File: config.mk
export PLATFORM = sky130hd
export DESIGN_NAME = serial_frame_deframer_crc32_unit
export DESIGN_NICKNAME = d
export VERILOG_FILES = /design/src/rtl/core/sfdc_pkg.sv /design/src/rtl/core/sfdc_csr.sv /design/src/rtl/core/sfdc_core.sv /design/src/rtl/core/sfdc_rsp_fifo.sv /design/src/rtl/core/serial_frame_deframer_crc32_unit.sv
export SDC_FILE = /design/constraint.sdc
export NUM_CORES = 1
export LEC_CHECK = 0
export ABC_AREA = 1
export BUFFER_PORTS_ARGS = -buffer_cell sky130_fd_sc_hd__buf_4
export CAP_MARGIN = 10
export CORE_MARGIN = 10
export CORE_UTILIZATION = 55
export DETAILED_ROUTE_END_ITERATION = 6
export HOLD_SLACK_MARGIN = 0.05
export PLACE_DENSITY_LB_ADDON = 0.08
export SLEW_MARGIN = 10
export SYNTH_ARGS = -nofsm -noshare
export SYNTH_HDL_FRONTEND = slang
export SYNTH_HIERARCHICAL = 1
export SYNTH_SLANG_ARGS = --single-unit
File: constraint.sdc
create_clock -name clock -period 16.9 [get_ports clock]
set_input_delay 0.845 -clock clock [delete_from_list [all_inputs] [get_ports clock]]
set_output_delay 0.845 -clock clock [all_outputs]
set_load 0.005 [all_outputs]
File: src/rtl/core/sfdc_pkg.sv
// Shared types, constants and the CRC-32 byte update for the frame deframer.
// No dependencies; every other file of the block imports this package.
`default_nettype none

package sfdc_pkg;

   // Field widths of the result beat
   localparam int BYTE_W   = 8;
   localparam int STATUS_W = 3;
   localparam int ADDR_W   = 48;
   localparam int TYPE_W   = 16;
   localparam int CRC_W    = 32;
   localparam int LEN_W    = 11;

   // Frame layout (byte indexes within the frame)
   localparam int IDX_PREAMBLE   = 0;
   localparam int IDX_START      = 1;
   localparam int IDX_SRC_FIRST  = 8;
   localparam int IDX_TYPE_FIRST = 14;
   localparam int IDX_HDR_END    = 16;
   localparam int IDX_CRC_FIRST  = 6;    // first byte that pops out of the delay line
   localparam int IDX_PAY_FIRST  = 20;   // first byte whose popped byte is payload
   localparam int MIN_FRAME      = 20;

   // CRC-32, reflected
   localparam logic [CRC_W-1:0] CRC_POLY     = 32'hEDB8_8320;
   localparam logic [CRC_W-1:0] CRC_ALL_ONES = 32'hFFFF_FFFF;

   // Status codes
   localparam logic [STATUS_W-1:0] ST_OK        = 3'd0;
   localparam logic [STATUS_W-1:0] ST_TOO_SHORT = 3'd1;
   localparam logic [STATUS_W-1:0] ST_BAD_START = 3'd2;
   localparam logic [STATUS_W-1:0] ST_CRC_BAD   = 3'd3;
   localparam logic [STATUS_W-1:0] ST_TOO_LONG  = 3'd4;

   // Register map (selected by address bit 2)
   localparam int  CSR_ADDR_W      = 3;
   localparam int  CSR_DATA_W      = 32;
   localparam logic CSR_SEL_PREAMBLE = 1'b0;
   localparam logic CSR_SEL_START    = 1'b1;
   localparam logic [BYTE_W-1:0] RST_PREAMBLE = 8'h55;
   localparam logic [BYTE_W-1:0] RST_START    = 8'hD5;

   // Result queue
   localparam int RQ_DEPTH = 4;
   localparam int RQ_PTR_W = 2;
   localparam int RQ_CNT_W = 3;

   typedef struct packed {
      logic [BYTE_W-1:0] preamble;
      logic [BYTE_W-1:0] start;
   } cfg_type;

   typedef struct packed {
      logic [BYTE_W-1:0]   out_byte;
      logic                is_payload;
      logic                frame_done;
      logic [STATUS_W-1:0] status;
      logic [ADDR_W-1:0]   dest_address;
      logic [ADDR_W-1:0]   source_address;
      logic [TYPE_W-1:0]   frame_type;
      logic [CRC_W-1:0]    received_check;
      logic [LEN_W-1:0]    payload_length;
   } rsp_type;

   typedef struct packed {
      logic [1:0] count;   // beats pushed this cycle, 0 to 2
      rsp_type    first;
      rsp_type    second;
   } push_type;

   // One byte of reflected CRC-32
   function automatic logic [CRC_W-1:0] crc_fold_byte(input logic [CRC_W-1:0] crc,
                                                      input logic [BYTE_W-1:0] b);
      logic [CRC_W-1:0] c;
      c = crc ^ {{(CRC_W-BYTE_W){1'b0}}, b};
      for (int k = 0; k < BYTE_W; k++) begin
         c = c[0] ? ((c >> 1) ^ CRC_POLY) : (c >> 1);
      end
      return c;
   endfunction

endpackage

`default_nettype wire

File: src/rtl/core/sfdc_csr.sv
// Configuration registers (preamble and start delimiter) behind an APB-style port.
// Depends on sfdc_pkg.
`default_nettype none

module sfdc_csr
   import sfdc_pkg::*;
(
   input  wire logic                  clock,
   input  wire logic                  reset,
   input  wire logic                  psel,
   input  wire logic                  penable,
   input  wire logic                  pwrite,
   input  wire logic [CSR_ADDR_W-1:0] paddr,
   input  wire logic [CSR_DATA_W-1:0] pwdata,
   output logic [CSR_DATA_W-1:0]      prdata,
   output logic                       pready,
   output cfg_type                    cfg
);

   logic [BYTE_W-1:0] pre_ff, pre_in;
   logic [BYTE_W-1:0] sfd_ff, sfd_in;
   logic              wr_en;

   assign pready = 1'b1;
   assign wr_en  = psel & penable & pwrite;

   // Decode the write on the access phase
   always_comb begin
      pre_in = pre_ff;
      sfd_in = sfd_ff;
      if (wr_en) begin
         case (paddr[2])
            CSR_SEL_PREAMBLE: pre_in = pwdata[BYTE_W-1:0];
            CSR_SEL_START:    sfd_in = pwdata[BYTE_W-1:0];
            default:          pre_in = pre_ff;
         endcase
      end
   end

   always_ff @(posedge clock) begin
      if (reset) begin
         pre_ff <= RST_PREAMBLE;
         sfd_ff <= RST_START;
      end else begin
         pre_ff <= pre_in;
         sfd_ff <= sfd_in;
      end
   end

   // Read back
   always_comb begin
      case (paddr[2])
         CSR_SEL_PREAMBLE: prdata = {{(CSR_DATA_W-BYTE_W){1'b0}}, pre_ff};
         CSR_SEL_START:    prdata = {{(CSR_DATA_W-BYTE_W){1'b0}}, sfd_ff};
         default:          prdata = '0;
      endcase
   end

   assign cfg.preamble = pre_ff;
   assign cfg.start    = sfd_ff;

endmodule

`default_nettype wire

File: src/rtl/core/sfdc_core.sv
// Per-byte frame state: header capture, 4-byte delay line, CRC-32 and status.
// Depends on sfdc_pkg; produces up to two result beats per accepted byte.
`default_nettype none

module sfdc_core
   import sfdc_pkg::*;
#(
   parameter int MAX_FRAME_BYTES = 2048
) (
   input  wire logic              clock,
   input  wire logic              reset,
   input  wire logic              accept,
   input  wire logic [BYTE_W-1:0] data_byte,
   input  wire logic              last_byte,
   input  wire cfg_type           cfg,
   output push_type               push
);

   localparam int CNT_W = $clog2(MAX_FRAME_BYTES + 1);
   localparam int SUM_W = (CNT_W > LEN_W) ? CNT_W : LEN_W;
   localparam logic [CNT_W-1:0] MAX_CNT = CNT_W'(MAX_FRAME_BYTES);

   logic [CNT_W-1:0]       cnt_ff, cnt_in;
   logic [3:0][BYTE_W-1:0] dl_ff, dl_in;
   logic [CRC_W-1:0]       crc_ff, crc_in;
   logic [ADDR_W-1:0]      dst_ff, dst_in;
   logic [ADDR_W-1:0]      src_ff, src_in;
   logic [TYPE_W-1:0]      typ_ff, typ_in;
   logic                   bad_ff, bad_in;
   logic                   ovf_ff, ovf_in;

   logic                   pay_vld;
   logic                   sta_vld;
   rsp_type                pay_rsp;
   rsp_type                sta_rsp;
   logic [SUM_W-1:0]       cnt_wide;
   logic [CRC_W-1:0]       calc_crc;

   // Advance the frame state for one byte and build its results
   always_comb begin
      cnt_in   = cnt_ff;
      dl_in    = dl_ff;
      crc_in   = crc_ff;
      dst_in   = dst_ff;
      src_in   = src_ff;
      typ_in   = typ_ff;
      bad_in   = bad_ff;
      ovf_in   = ovf_ff;
      pay_vld  = 1'b0;
      sta_vld  = 1'b0;
      pay_rsp  = '0;
      sta_rsp  = '0;
      cnt_wide = '0;
      calc_crc = '0;

      if (accept) begin
         if (cnt_ff >= MAX_CNT) begin
            // saturated: drop the byte, remember the overrun
            ovf_in = 1'b1;
         end else begin
            if (cnt_ff == CNT_W'(IDX_PREAMBLE)) begin
               if (data_byte != cfg.preamble) bad_in = 1'b1;
            end else if (cnt_ff == CNT_W'(IDX_START)) begin
               if (data_byte != cfg.start) bad_in = 1'b1;
            end else begin
               dl_in = {data_byte, dl_ff[3], dl_ff[2], dl_ff[1]};
               if (cnt_ff < CNT_W'(IDX_SRC_FIRST)) begin
                  dst_in = {dst_ff[ADDR_W-BYTE_W-1:0], data_byte};
               end else if (cnt_ff < CNT_W'(IDX_TYPE_FIRST)) begin
                  src_in = {src_ff[ADDR_W-BYTE_W-1:0], data_byte};
               end else if (cnt_ff < CNT_W'(IDX_HDR_END)) begin
                  typ_in = {typ_ff[TYPE_W-BYTE_W-1:0], data_byte};
               end
               if (cnt_ff >= CNT_W'(IDX_CRC_FIRST)) begin
                  crc_in = crc_fold_byte(crc_ff, dl_ff[0]);
                  if (cnt_ff >= CNT_W'(IDX_PAY_FIRST) && !bad_ff) begin
                     pay_vld            = 1'b1;
                     pay_rsp.out_byte   = dl_ff[0];
                     pay_rsp.is_payload = 1'b1;
                  end
               end
            end
            cnt_in = cnt_ff + CNT_W'(1);
         end

         // Close the frame on its last byte
         if (last_byte) begin
            sta_vld                = 1'b1;
            calc_crc               = crc_in ^ CRC_ALL_ONES;
            cnt_wide               = SUM_W'(cnt_in);
            sta_rsp.frame_done     = 1'b1;
            sta_rsp.dest_address   = dst_in;
            sta_rsp.source_address = src_in;
            sta_rsp.frame_type     = typ_in;
            sta_rsp.received_check = dl_in;
            if (cnt_wide < SUM_W'(MIN_FRAME)) begin
               sta_rsp.status         = ST_TOO_SHORT;
               sta_rsp.payload_length = '0;
            end else begin
               sta_rsp.payload_length = LEN_W'(cnt_wide - SUM_W'(MIN_FRAME));
               if (bad_in) begin
                  sta_rsp.status = ST_BAD_START;
               end else if (ovf_in) begin
                  sta_rsp.status = ST_TOO_LONG;
               end else if (dl_in != calc_crc) begin
                  sta_rsp.status = ST_CRC_BAD;
               end else begin
                  sta_rsp.status = ST_OK;
               end
            end
            cnt_in = '0;
            dl_in  = '0;
            crc_in = CRC_ALL_ONES;
            dst_in = '0;
            src_in = '0;
            typ_in = '0;
            bad_in = 1'b0;
            ovf_in = 1'b0;
         end
      end
   end

   always_ff @(posedge clock) begin
      if (reset) begin
         cnt_ff <= '0;
         dl_ff  <= '0;
         crc_ff <= CRC_ALL_ONES;
         dst_ff <= '0;
         src_ff <= '0;
         typ_ff <= '0;
         bad_ff <= 1'b0;
         ovf_ff <= 1'b0;
      end else begin
         cnt_ff <= cnt_in;
         dl_ff  <= dl_in;
         crc_ff <= crc_in;
         dst_ff <= dst_in;
         src_ff <= src_in;
         typ_ff <= typ_in;
         bad_ff <= bad_in;
         ovf_ff <= ovf_in;
      end
   end

   // Payload beat goes first, the status beat after it
   always_comb begin
      push.count  = {1'b0, pay_vld} + {1'b0, sta_vld};
      push.first  = pay_vld ? pay_rsp : sta_rsp;
      push.second = sta_rsp;
   end

endmodule

`default_nettype wire

File: src/rtl/core/sfdc_rsp_fifo.sv
// Four-entry result queue: takes up to two beats a cycle, hands out one.
// Depends on sfdc_pkg.
`default_nettype none

module sfdc_rsp_fifo
   import sfdc_pkg::*;
(
   input  wire logic     clock,
   input  wire logic     reset,
   input  wire push_type push,
   output logic          has_room,
   output logic          rsp_valid,
   input  wire logic     rsp_ready,
   output rsp_type       rsp
);

   rsp_type               mem_ff [RQ_DEPTH];
   logic [RQ_PTR_W-1:0]   wp_ff, wp_in;
   logic [RQ_PTR_W-1:0]   rp_ff, rp_in;
   logic [RQ_CNT_W-1:0]   cnt_ff, cnt_in;
   logic                  pop;
   logic [RQ_PTR_W-1:0]   wp_next;

   // Room for a full two-beat push
   assign has_room  = cnt_ff <= RQ_CNT_W'(RQ_DEPTH - 2);
   assign rsp_valid = cnt_ff != '0;
   assign rsp       = mem_ff[rp_ff];
   assign pop       = rsp_valid & rsp_ready;
   assign wp_next   = wp_ff + RQ_PTR_W'(1);

   // Advance pointers and fill level
   always_comb begin
      wp_in  = wp_ff + RQ_PTR_W'(push.count);
      rp_in  = pop ? rp_ff + RQ_PTR_W'(1) : rp_ff;
      cnt_in = cnt_ff + RQ_CNT_W'(push.count) - RQ_CNT_W'(pop);
   end

   always_ff @(posedge clock) begin
      if (reset) begin
         wp_ff  <= '0;
         rp_ff  <= '0;
         cnt_ff <= '0;
      end else begin
         wp_ff  <= wp_in;
         rp_ff  <= rp_in;
         cnt_ff <= cnt_in;
      end
   end

   // Store the pushed beats
   always_ff @(posedge clock) begin
      if (push.count != 2'd0) begin
         mem_ff[wp_ff] <= push.first;
      end
      if (push.count == 2'd2) begin
         mem_ff[wp_next] <= push.second;
      end
   end

endmodule

`default_nettype wire

File: src/rtl/core/serial_frame_deframer_crc32_unit.sv
// Top level of the serial frame deframer with CRC-32 check.
// Depends on sfdc_pkg, sfdc_csr, sfdc_core and sfdc_rsp_fifo.
//
//   channel   ports                       beat
//   --------  --------------------------  ------------------------------------
//   request   req_valid / req_ready       one frame byte plus last-byte flag
//   response  rsp_valid / rsp_ready       payload byte or closing frame status
//   config    psel penable pwrite paddr   preamble (addr 0), start byte (addr 4)
//
// A byte is taken every cycle while the result queue has room for two beats;
// its state update and result beats are formed in the cycle it is taken, and
// results are registered into a four-entry queue that hands them out.
// Throughput is one byte a cycle while responses are taken, bounded also by the
// one-beat-per-cycle port when a last byte yields a payload and a status beat.
// Reset is synchronous; it clears the frame state and the queue and loads the
// default preamble and start byte. Response stalls back up into req_ready.
`default_nettype none

module serial_frame_deframer_crc32_unit
   import sfdc_pkg::*;
#(
   parameter int MAX_FRAME_BYTES = 2048
) (
   input  wire logic                  clock,
   input  wire logic                  reset,

   input  wire logic                  req_valid,
   output logic                       req_ready,
   input  wire logic [BYTE_W-1:0]     req_data_byte,
   input  wire logic                  req_last_byte,

   output logic                       rsp_valid,
   input  wire logic                  rsp_ready,
   output logic [BYTE_W-1:0]          rsp_out_byte,
   output logic                       rsp_is_payload,
   output logic                       rsp_frame_done,
   output logic [STATUS_W-1:0]        rsp_status,
   output logic [ADDR_W-1:0]          rsp_dest_address,
   output logic [ADDR_W-1:0]          rsp_source_address,
   output logic [TYPE_W-1:0]          rsp_frame_type,
   output logic [CRC_W-1:0]           rsp_received_check,
   output logic [LEN_W-1:0]           rsp_payload_length,

   input  wire logic                  psel,
   input  wire logic                  penable,
   input  wire logic                  pwrite,
   input  wire logic [CSR_ADDR_W-1:0] paddr,
   input  wire logic [CSR_DATA_W-1:0] pwdata,
   output logic [CSR_DATA_W-1:0]      prdata,
   output logic                       pready
);

   cfg_type  cfg;
   push_type push;
   rsp_type  rsp;
   logic     has_room;
   logic     accept;

   assign req_ready = has_room;
   assign accept    = req_valid & has_room;

   sfdc_csr u_csr (
      .clock   (clock),
      .reset   (reset),
      .psel    (psel),
      .penable (penable),
      .pwrite  (pwrite),
      .paddr   (paddr),
      .pwdata  (pwdata),
      .prdata  (prdata),
      .pready  (pready),
      .cfg     (cfg)
   );

   sfdc_core #(
      .MAX_FRAME_BYTES (MAX_FRAME_BYTES)
   ) u_core (
      .clock     (clock),
      .reset     (reset),
      .accept    (accept),
      .data_byte (req_data_byte),
      .last_byte (req_last_byte),
      .cfg       (cfg),
      .push      (push)
   );

   sfdc_rsp_fifo u_rsp_fifo (
      .clock     (clock),
      .reset     (reset),
      .push      (push),
      .has_room  (has_room),
      .rsp_valid (rsp_valid),
      .rsp_ready (rsp_ready),
      .rsp       (rsp)
   );

   // Break the result beat out onto its ports
   assign rsp_out_byte       = rsp.out_byte;
   assign rsp_is_payload     = rsp.is_payload;
   assign rsp_frame_done     = rsp.frame_done;
   assign rsp_status         = rsp.status;
   assign rsp_dest_address   = rsp.dest_address;
   assign rsp_source_address = rsp.source_address;
   assign rsp_frame_type     = rsp.frame_type;
   assign rsp_received_check = rsp.received_check;
   assign rsp_payload_length = rsp.payload_length;

endmodule

`default_nettype wire

; Word level (Yosys, flattened, before mapping)
; Memories as Yosys holds them, arrays and structs flattened. A register that Yosys moved wholly into a read port is not among the register bits.
; Index checks and enable logic that the tools add are counted.
[totals]
ff_bits = 213
ramBits = 672
in_bits = 51
output_inout_bits = 203
elab_cells = 139
n_memories = 1
[classes]
add_sub_neg = 8
order_cmp = 8
eq_ne = 5
muxes = 79
bitwise = 15
n_reduce_logical = 7
[mem_list]
columns = name, words, width, rd, rd_clocked_by_memory_dff, wr, line
row1 = u_rsp_fifo.mem_ff, 4, 168, 1, 1, 2, sfdc_rsp_fifo.sv:17  ; rsp_type mem_ff [RQ_DEPTH];
[ops]
columns = op, n
row1 = $mux 32, 19
row2 = $mux 48, 11
row3 = $mux 159, 2
row4 = $mux 168, 1
row5 = $mux 16, 7
row6 = $not 13->14, 8
row7 = $pmux 32 s2, 1
row8 = $mux 9, 6
row9 = $mux 12, 3
row10 = $ne 32x32->1, 1
row11 = $not 32->32, 1
row12 = $xor 32x8->32, 1
row13 = $lt 12x4->1 const B, 2
row14 = $lt 12x5->1 const B, 2
row15 = $mux 1, 22
row16 = $ne 8x8->1, 2
row17 = $add 12x1->12 const B, 1
row18 = $eq 12x1->1 const B, 1
row19 = $ge 12x12->1 const B, 1
row20 = $ge 12x3->1 const B, 1
row21 = $ge 12x5->1 const B, 1
row22 = $logic_not 12->1, 1
row23 = $mux 11, 1
row24 = $sub 11x5->11 const B, 1
row25 = other kinds (16), 25

; Logic depth before layout (Yosys ltp)
[depth]
depth_word = 31
depth_mapped = 25
mapped_depth_nobuf = 24

; Cells and area by module
; The synthesis kept the hierarchy.
[by_module_without_submodules]
columns = mod, n_inst, cells_each, area_per_inst_um2, seq_area_each_um2
row1 = sfdc_rsp_fifo, 1, 3358, 32670.1, 20359.5
row2 = sfdc_core, 1, 2366, 13444.1, 3803.6
row3 = sfdc_csr, 1, 139, 918.4, 320.3
row4 = serial_frame_deframer_crc32_unit, 1, 2, 7.5, 0.0

; Least setup slack after synthesis
; OpenSTA, ideal clock, no wires.
[synth_path]
path_type = input -> register
startpoint = in req_valid
endpoint = mem u_rsp_fifo/mem_ff[3][0] (netlist name), enable pin
setup_ns = 0.942
arrival_ns = 14.861
t_required_ns = 15.958
path_slack_ns = 1.098
stages = 10
n_path_buf = 3
cell_sequence = nand2_1 inv_1 clkbuf_1 nand3_1 clkinv_1 clkbuf_1 clkbuf_1 ha_1 nor2_1 o31ai_1
[synth_rtl]
columns = element, line
row1 = from (decl), serial_frame_deframer_crc32_unit.sv:27  ; input wire logic req_valid,
row2 = to (decl), sfdc_rsp_fifo.sv:17

==> impl_metrics.env <==
export IMPL_grt_antenna_before_repair=2
export IMPL_first_iter_violations=3796
export IMPL_coreArea_mm2=0.0850
export IMPL_hold_viol=0
export IMPL_htreeDepth=3
export IMPL_relSlewSlack_pct=16.2
export IMPL_crit_chain="a21oi_1 -> nand2_1 -> inv_4 -> nand2_4 -> inv_1 -> ha_1 -> inv_2 -> nor2_4 -> nand2_4 -> nand2_4 -> buf_4 -> buf_4"
export IMPL_power_density_mw_per_mm2=121
export IMPL_dpl_hpwl_um=76900
export IMPL_postCtsHoldBufs=0
export IMPL_crit_buf_inv=5
export IMPL_synth_ff_type="edfxtp_1"
export IMPL_area_growth_pct=9.45
export IMPL_crit_family="buffers and inverters"
export IMPL_worstSetupPathType="reg2reg"
export IMPL_yosys_area_top_type="edfxtp_1"
export IMPL_grt_pass1_wl_um=213000
export IMPL_avgSynthCellArea_um2=8.02
export IMPL_finalSetupViolCount=0
export IMPL_cts_setup_buffers=0
export IMPL_yosys_top_cells_count="nand2_1, o21ai_0, edfxtp_1"
export IMPL_synth_top_area_share_pct=42.9
export IMPL_cpMostUsedCell="nand2_4"
export IMPL_grt_pass1_vias=37400
export IMPL_path_clk_slew_ns=0.06
export IMPL_r2r_cells=12
export IMPL_num_vias=40400
export IMPL_skew_ns=0.0250
export IMPL_cts_root_buf="clkbuf_16"
export IMPL_ir_drop_mv=0.130
export IMPL_crit_path_start_kind="register"
export IMPL_first_pass_iters=7
export IMPL_cap_violations=0
export IMPL_rows=107
export IMPL_reg2reg_slack_ns=10.22
export IMPL_tritoncts="yes"
export IMPL_period_minus_slack_ns=6.68
export IMPL_num_io_pins=254
export IMPL_fmax_mhz=150
export IMPL_worstReg2RegEnd="u_rsp_fifo/mem_ff[2][17]"
export IMPL_synth_area_leaders="edfxtp_1, nand2_1, o21ai_0, dfxtp_1, nor2_1"
export IMPL_routedWlPerCell_um=19.4
export IMPL_reg2reg_from="u_rsp_fifo/cnt_ff[2]"
export IMPL_status="finished, final reports clean"
export IMPL_cts_buffer_depth=3
export IMPL_clk_latency_ns=0.66
export IMPL_async_reset_ff_share_pct=0
export IMPL_cellLeakagePower_nw=18.4
export IMPL_grt_max_degree=245
export IMPL_slowest_delay_ns=0.82
export IMPL_slew_viol_final=0
export IMPL_cts_sinks=887
export IMPL_drc=0
export IMPL_critPathRequiredTime_ns=17.17
export IMPL_die_width_um=312
export IMPL_grt_overflow=0
export IMPL_power_mw=6.21
export IMPL_syn_area_mm2=0.0470
export IMPL_wirelength_um=136000
export IMPL_cts_buffers=97
export IMPL_worstPathMaxFanout=85
export IMPL_ant_nets=0
export IMPL_yosysWarnings=6
export IMPL_io_buffer_count=202
export IMPL_min_to="u_csr/pre_ff[2]"
export IMPL_ctsResizeCount=0
export IMPL_antenna_cells=0
export IMPL_grt_usage_pct=27.2
export IMPL_synth_edff_count=672
export IMPL_hp_start="pwdata[2]"
export IMPL_initial_core_util_pct=55.3
export IMPL_worst_setup_path_end_kind="register"
export IMPL_cp_slowest_cell="nand2_4"
export IMPL_via_per_inst=5.76
export IMPL_nets=5857
export IMPL_die_h_um=312
export IMPL_synth_most_common_cell="nand2_1"
export IMPL_yosysSeqAreaShare_pct=52.0
export IMPL_ys_seq_elements=887
export IMPL_finalSetupTns_ns=0
export IMPL_rsz0062_at_grt="no"
export IMPL_crit_arrival_ns=6.95
export IMPL_yosysUniqueCellTypes=49
export IMPL_synth_cells=5865
export IMPL_drive_gt1_share_pct=7.73
export IMPL_dieArea_mm2=0.0976
export IMPL_worst_pin_slew_ns=1.26
export IMPL_post_route_period_util_pct=39.6
export IMPL_hp_class="in2reg"
export IMPL_whs_path_depth=3
export IMPL_place_gp_congestion=0.915
## placed cells by master (no fill, tap or decap), types with 4 or more instances in the layout
| cell | count |
|---|---|
| o21ai_0 | 878 |
| nand4_1 | 4 |
| xor2_1 | 21 |
| buf_4 | 236 |
| o22ai_1 | 262 |
| conb_1 | 34 |
| nand2_4 | 8 |
| nand2_1 | 1410 |
| xnor2_1 | 4 |
| clkbuf_8 | 17 |
| nand2_2 | 5 |
| clkbuf_16 | 99 |
| nor2_1 | 664 |
| nor3_1 | 159 |
| nor2_4 | 5 |
| o21ai_1 | 288 |
| inv_1 | 502 |
| or2_2 | 12 |
| dfxtp_1 | 213 |
| o21ai_2 | 9 |
| inv_2 | 11 |
| clkinv_1 | 16 |
| nand3b_1 | 4 |
| ha_1 | 11 |
| o211ai_1 | 12 |
| a21oi_1 | 96 |
| clkbuf_1 | 25 |
| buf_12 | 6 |
| bufinv_16 | 9 |
| edfxtp_1 | 672 |
| nand3_1 | 128 |
| clkinv_2 | 15 |
## metal layers
metal | track usage [%] | routed length [µm] | vias up
met1 | 36.7 | 58900 | 19100
met4 | 7.80 | 3200 | 0
met5 | 0 | 0 | -
met2 | 45.0 | 63800 | 1508
met3 | 4.11 | 10600 | 225
li1 | - | - | 19500
## sequential cells by signal, summed over array words and instances (netlist names), 3 cells and up, named ones only
name	flops
u_rsp_fifo/mem_ff	672
u_core/dst_ff	48
u_core/src_ff	48
u_core/crc_ff	32
u_core/dl_ff	32
u_core/typ_ff	16
u_core/cnt_ff	12
u_csr/pre_ff	8
u_csr/sfd_ff	8
u_rsp_fifo/cnt_ff	3
## worst max path at each step
| stage | start | endpoint | slack [ns] | depth (start not counted) |
|---|---|---|---|---|
| after CTS | u_rsp_fifo/cnt_ff[2] | u_rsp_fifo/mem_ff[2][20] | 10.25 | 12 |
| after global routing | u_rsp_fifo/cnt_ff[2] | u_rsp_fifo/mem_ff[2][21] | 9.85 | 12 |
| final | u_rsp_fifo/cnt_ff[2] | u_rsp_fifo/mem_ff[2][17] | 10.22 | 12 |
| after floorplan | req_valid | u_rsp_fifo/mem_ff[3][0] | 1.10 | 10 |
| after global placement | req_valid | u_rsp_fifo/mem_ff[2][29] | 9.92 | 12 |
| after detailed placement | req_valid | u_rsp_fifo/mem_ff[2][29] | 9.91 | 12 |
## worst min-delay path: stages
cell	delay [ns]
buf_4	0.08
nand2_1	0.04
nand3_1	0.06
## report_power, final
part / internal (mW) / total [mW] / switching [mW] / leakage (nW)
Clock: 1.29 / 2.16 / 0.872 / 1.59
Combinational: 0.505 / 1.55 / 1.04 / 8.41
Sequential: 2.44 / 2.50 / 0.0590 / 8.41
Total: 4.23 / 6.21 / 1.97 / 18.4
## per-stage QoR
step	setup slack (ns)	util [%]	std cells	hold WS (ns)	area, µm²
after floorplan	1.10	-	5896	0.442	47200
after global routing	9.85	60.6	7019	0.415	51500
final	10.22	60.6	7019	0.420	51500
after global placement	9.92	56.8	6839	0.448	48200
after detailed placement	9.91	56.8	6839	0.452	48200
after CTS	10.25	60.6	7019	0.395	51500
## layout make-up
cell class	instances	area [µm²]
Multi-Input combinational cell	4043	18400
Inverter	522	1980
Timing Repair Buffer	243	1900
Tap cell	1144	1430
Sequential cell	887	24500
Clock buffer	141	2810
Fill cell	7509	33500
Clock inverter	39	432
## kinds of logic after synthesis
kind of cell	synth area share [%]
and+or+nand+nor	20.3
AOI/OAI and AO/OA	17.5
buffers and inverters	9.25
DFF	52.0
xor gates and xnor gates	0.465
adders and majority gates	0.335
other	0.0239
Power figures use the tool's default switching activity.
